**src/design/flc_pkg.sv**
```systemverilog
// ----------------------------------------------------------------------------
// flc_pkg
// Shared types and constants for the full linear convolution unit.
// ----------------------------------------------------------------------------
`default_nettype none

package flc_pkg;

   // Default sizing of the tap chain and sample width
   localparam int MAX_TAPS_DEF    = 16;
   localparam int SAMPLE_BITS_DEF = 16;

   // Fixed field widths on the ports
   localparam int VALUE_W     = 16;
   localparam int RESULT_W    = 36;
   localparam int RSP_TDATA_W = 40;

   // Command codes carried in req_tuser
   localparam logic CMD_LOAD = 1'b0;   // load next tap
   localparam logic CMD_PUSH = 1'b1;   // push next sample

   // Per-cycle control broadcast to every cell of the chain
   typedef struct packed {
      logic step;    // shift one sample (or flush zero) through the chain
      logic clear;   // zero all partial sums
   } cell_ctrl_type;

endpackage

`default_nettype wire

```
**src/design/flc_cell.sv**
```systemverilog
// ----------------------------------------------------------------------------
// flc_cell
// One tap of the transposed-form convolution chain: holds its tap and the
// partial sum handed over by its right-hand neighbor.
// ----------------------------------------------------------------------------
`default_nettype none

module flc_cell #(
   parameter int SAMPLE_BITS = flc_pkg::SAMPLE_BITS_DEF
) (
   input  wire                              clock,
   input  wire                              reset,
   input  flc_pkg::cell_ctrl_type           ctrl,
   input  wire                              tap_we,
   input  wire  signed [SAMPLE_BITS-1:0]    tap_in,
   input  wire                              active,
   input  wire  signed [SAMPLE_BITS-1:0]    x,
   input  wire         [flc_pkg::RESULT_W-1:0] sum_nxt,
   output logic        [flc_pkg::RESULT_W-1:0] sum_out
);

   localparam int PW = 2 * SAMPLE_BITS;
   localparam int EW = (PW > flc_pkg::RESULT_W) ? PW : flc_pkg::RESULT_W;

   logic signed [SAMPLE_BITS-1:0]       tap_ff;
   logic        [flc_pkg::RESULT_W-1:0] acc_ff;
   logic        [flc_pkg::RESULT_W-1:0] acc_in;
   logic signed [PW-1:0]                prod;
   logic signed [EW-1:0]                prod_ext;

   // Tap register, written once per tap set
   always_ff @(posedge clock) begin
      if (tap_we) begin
         tap_ff <= tap_in;
      end
   end

   // Partial sum taken from the neighbor on each step
   always_comb begin
      acc_in = acc_ff;
      if (ctrl.clear) begin
         acc_in = '0;
      end else if (ctrl.step) begin
         acc_in = sum_nxt;
      end
   end

   always_ff @(posedge clock) begin
      if (reset) begin
         acc_ff <= '0;
      end else begin
         acc_ff <= acc_in;
      end
   end

   // Multiply-add; sums wrap modulo the result width
   assign prod     = tap_ff * x;
   assign prod_ext = EW'(prod);
   assign sum_out  = active ? (prod_ext[flc_pkg::RESULT_W-1:0] + acc_ff) : '0;

endmodule

`default_nettype wire

```
**config.mk**
```make
export PLATFORM = sky130hd
export DESIGN_NAME = flc_cell
export DESIGN_NICKNAME = d
export VERILOG_FILES = /design/src/design/flc_pkg.sv /design/src/design/flc_cell.sv
export SDC_FILE = /design/constraint.sdc
export NUM_CORES = 1
export LEC_CHECK = 0
export BUFFER_PORTS_ARGS = -buffer_cell sky130_fd_sc_hd__buf_2
export CAP_MARGIN = 0
export CORE_UTILIZATION = 48
export DETAILED_ROUTE_END_ITERATION = 8
export PLACE_DENSITY = 0.7
export SLEW_MARGIN = 25
export SYNTH_ARGS = -nofsm -noshare
export SYNTH_HDL_FRONTEND = slang
export SYNTH_SLANG_ARGS = --single-unit
```
**constraint.sdc**
```tcl
create_clock -name clock -period 13.66 [get_ports clock]
set_input_delay 2.049 -clock clock [delete_from_list [all_inputs] [get_ports clock]]
set_output_delay 2.049 -clock clock [all_outputs]
set_load 0.005 [all_outputs]
```
==> key figures <==
Synthesis
  • Synth top area cells: fa_1, ha_1, inv_1
  • Post-synthesis xor/xnor area fraction: 0.0430
  • Largest family of logic cells by synthesized area: adder cells
  • Synth Area in Compound Gates: 0.0804
  • Register area share after synthesis: 0.0901
  • #FFs+latches synth: 52
  • Post-synthesis cell area: 13300 um2
  • Number of synthesized flops with an enable pin: 16
  • Main synth FF type: dfxtp_1
  • YS warnings: 0
  • Cell taking the most area after synthesis: fa_1
  • Simple-gate share of the synthesized area: 0.155
  • Syn nets: 1924
  • Post-synthesis cell count: 1470
  • Count leader, synth: inv_1
  • Fraction of synthesized area in multiplexers: 0.0278
  • Synth Area in Adders: 0.505
  • Synth cell types: 59
  • Synth top area share: 0.395
  • Synthesized area per cell: 9.07 um2
  • Most frequent cells after synthesis: inv_1, fa_1, nand2_1
  • Post-synth ARST share: 0

Setup path
  • Crit path arrival time: 10060 ps
  • Worst-path fanout max: 16
  • Most frequent CP cell: fa_1
  • FF-to-FF path depth: 2
  • Largest stage delay, worst path: 630 ps
  • Startpoint Class: input pin
  • CP max stage cell: o41ai_1
  • Crit Path Class: in -> out
  • Crit. End Element: output port
  • R2R setup slack: 12990 ps
  • Required @ worst endpoint: 11610 ps

CTS
  • Root Driver: clkbuf_16
  • CTS buffer count: 5
  • H-tree Lvls: 2
  • CTS hold repair buffers: 0
  • CTS clk-pin slew, worst paths: 70 ps
  • CTS resizes: 0
  • # clock sinks: 52
  • CTS tree: yes
  • Clock Path Buffers: 2
  • Worst-skew pair later-pin latency: 300 ps
  • Total setup buffers inserted after CTS: 0

Timing
  • RSZ-0062 raised after global routing: false
  • Worst rel slew slack: 0.331
  • Final setup TNS: 0 ps
  • Count of pins over their slew limit: 0
  • Final period util: 0.886
  • Final setup fails: 0
  • Tmin final: 12110 ps
  • Clock skew: 0 ps
  • Final Hold Viols: 0
  • Transition time of the tightest slew-check pin: 1000 ps
  • Fmax: 82.6 MHz

Routing
  • ANT nets after route: 0
  • Drt initial violations: 462
  • DR WL/cell: 16.2 um
  • Via count: 10100
  • Post-Route WL: 31000 um
  • DRT Pass-1 Iters: 6
  • Vias per Instance: 5.26
  • # DRC: 0

Global route
  • All-Layer GR Usage: 0.236
  • Vias in the first global route: 10800
  • Initial antenna violation count: 2
  • First-pass GRT wire length: 53000 um
  • Global route total overflow: 0
  • Pin count of the biggest net entering global routing: 37

Cells and area
  • Area of the multi-input gates: 10800 um2
  • Fraction of layout instances using a drive strength above 1: 0.0840
  • Layout fillers: 2522
  • Layout overhead on the synthesized area: 7.43%
  • FF+latch area: 1200 um2
  • Util after Layout: 0.528
  • Final net count: 1989

Die
  • Initial Utilization: 0.492
  • IO Pins: 110
  • CORE AREA: 27100 um2
  • Chip width: 169 um
  • Die area: 28400 um2
  • Die Y: 169 um
  • Site Rows: 60

Min path
  • Min-delay worst type: reg -> reg
  • Worst hold stages: 2

Placement
  • Port-buffer cells: 109
  • Placer Congestion: 0.885
  • HPWL after detailed placement: 26100 um

Outcome
  • Status: complete, no violations

Job
  • Max Cap Violations: 0
## cell type report
| cell class | instances | area share |
|---|---|---|
| multi-input combinational | 1067 | 0.755 |
| sequential | 52 | 0.0839 |
| inverter | 299 | 0.0784 |
| timing repair buffer | 110 | 0.0400 |
| tap | 372 | 0.0325 |
| clock buffer | 6 | 0.00900 |
| clock inverter | 2 | 0.000961 |
| antenna | 3 | 0.000524 |
## through the flow
step / hold WS, ps / setup WS, ps / instances / instance area (um2)
after floorplan: 462 / 2410 / 1470 / 13300
after global placement: 480 / 1730 / 1899 / 14100
after global routing: 533 / 1090 / 1909 / 14300
final: 502 / 1550 / 1911 / 14300
after detailed placement: 494 / 1620 / 1900 / 14200
after CTS: 512 / 1600 / 1908 / 14300
## final timing paths
kind                   start          end
setup reg to reg  acc_ff[19]   acc_ff[19]
setup / recovery        x[7]  sum_out[35]
hold reg to reg   acc_ff[21]   acc_ff[21]
hold / removal    acc_ff[21]   acc_ff[21]
## layer usage
layer / vias to the layer above / track usage / routed length, um
met3: 33 / 0.0302 / 1530
met4: 0 / 0.0470 / 391
met1: 5093 / 0.316 / 13300
met5: - / 0 / 0
li1: 4652 / - / -
met2: 281 / 0.410 / 15700
## state kept, by name (all words and copies together), names as in the netlist
register  cells
acc_ff       36
tap_ff       16
## critical path: cells and delay by family
kind / cells / cell delay [ps]
fa+ha+maj: 8 / 3680
simple gates: 4 / 430
xor+xnor: 2 / 380
compound gates: 13 / 2780
buf+inv: 7 / 730
## cell families (layout without fill, tap and decap cells)
logic type / after synthesis / count (layout)
buf+inv: 351 / 417
mux: 37 / 37
compound gates: 158 / 158
simple gates: 429 / 429
other cells: 0 / 3
fa+ha+maj: 380 / 380
xor+xnor: 63 / 63
flops: 52 / 52
## cells in the final DEF (no fill, tap or decap), drive strengths merged, types with 4 or more instances in the layout
cell | netlist | final
a211oi | 8 | 8
a21o | 23 | 23
a21oi | 45 | 45
a31oi | 6 | 6
and2 | 126 | 126
buf | 7 | 110
clkbuf | 45 | 6
dfxtp | 36 | 36
edfxtp | 16 | 16
fa | 263 | 263
ha | 117 | 117
inv | 299 | 300
mux2i | 37 | 37
nand2 | 153 | 153
nand2b | 14 | 14
nand3 | 8 | 8
nand4 | 5 | 5
nor2 | 97 | 97
nor2b | 5 | 5
nor3 | 9 | 9
o211ai | 4 | 4
o21a | 11 | 11
o21ai | 33 | 33
or4 | 4 | 4
xnor2 | 42 | 42
xor2 | 20 | 20
Power is left out: the tool's default activity adds up to more than one toggle a clock period on the data nets, which glitch-free logic cannot reach.
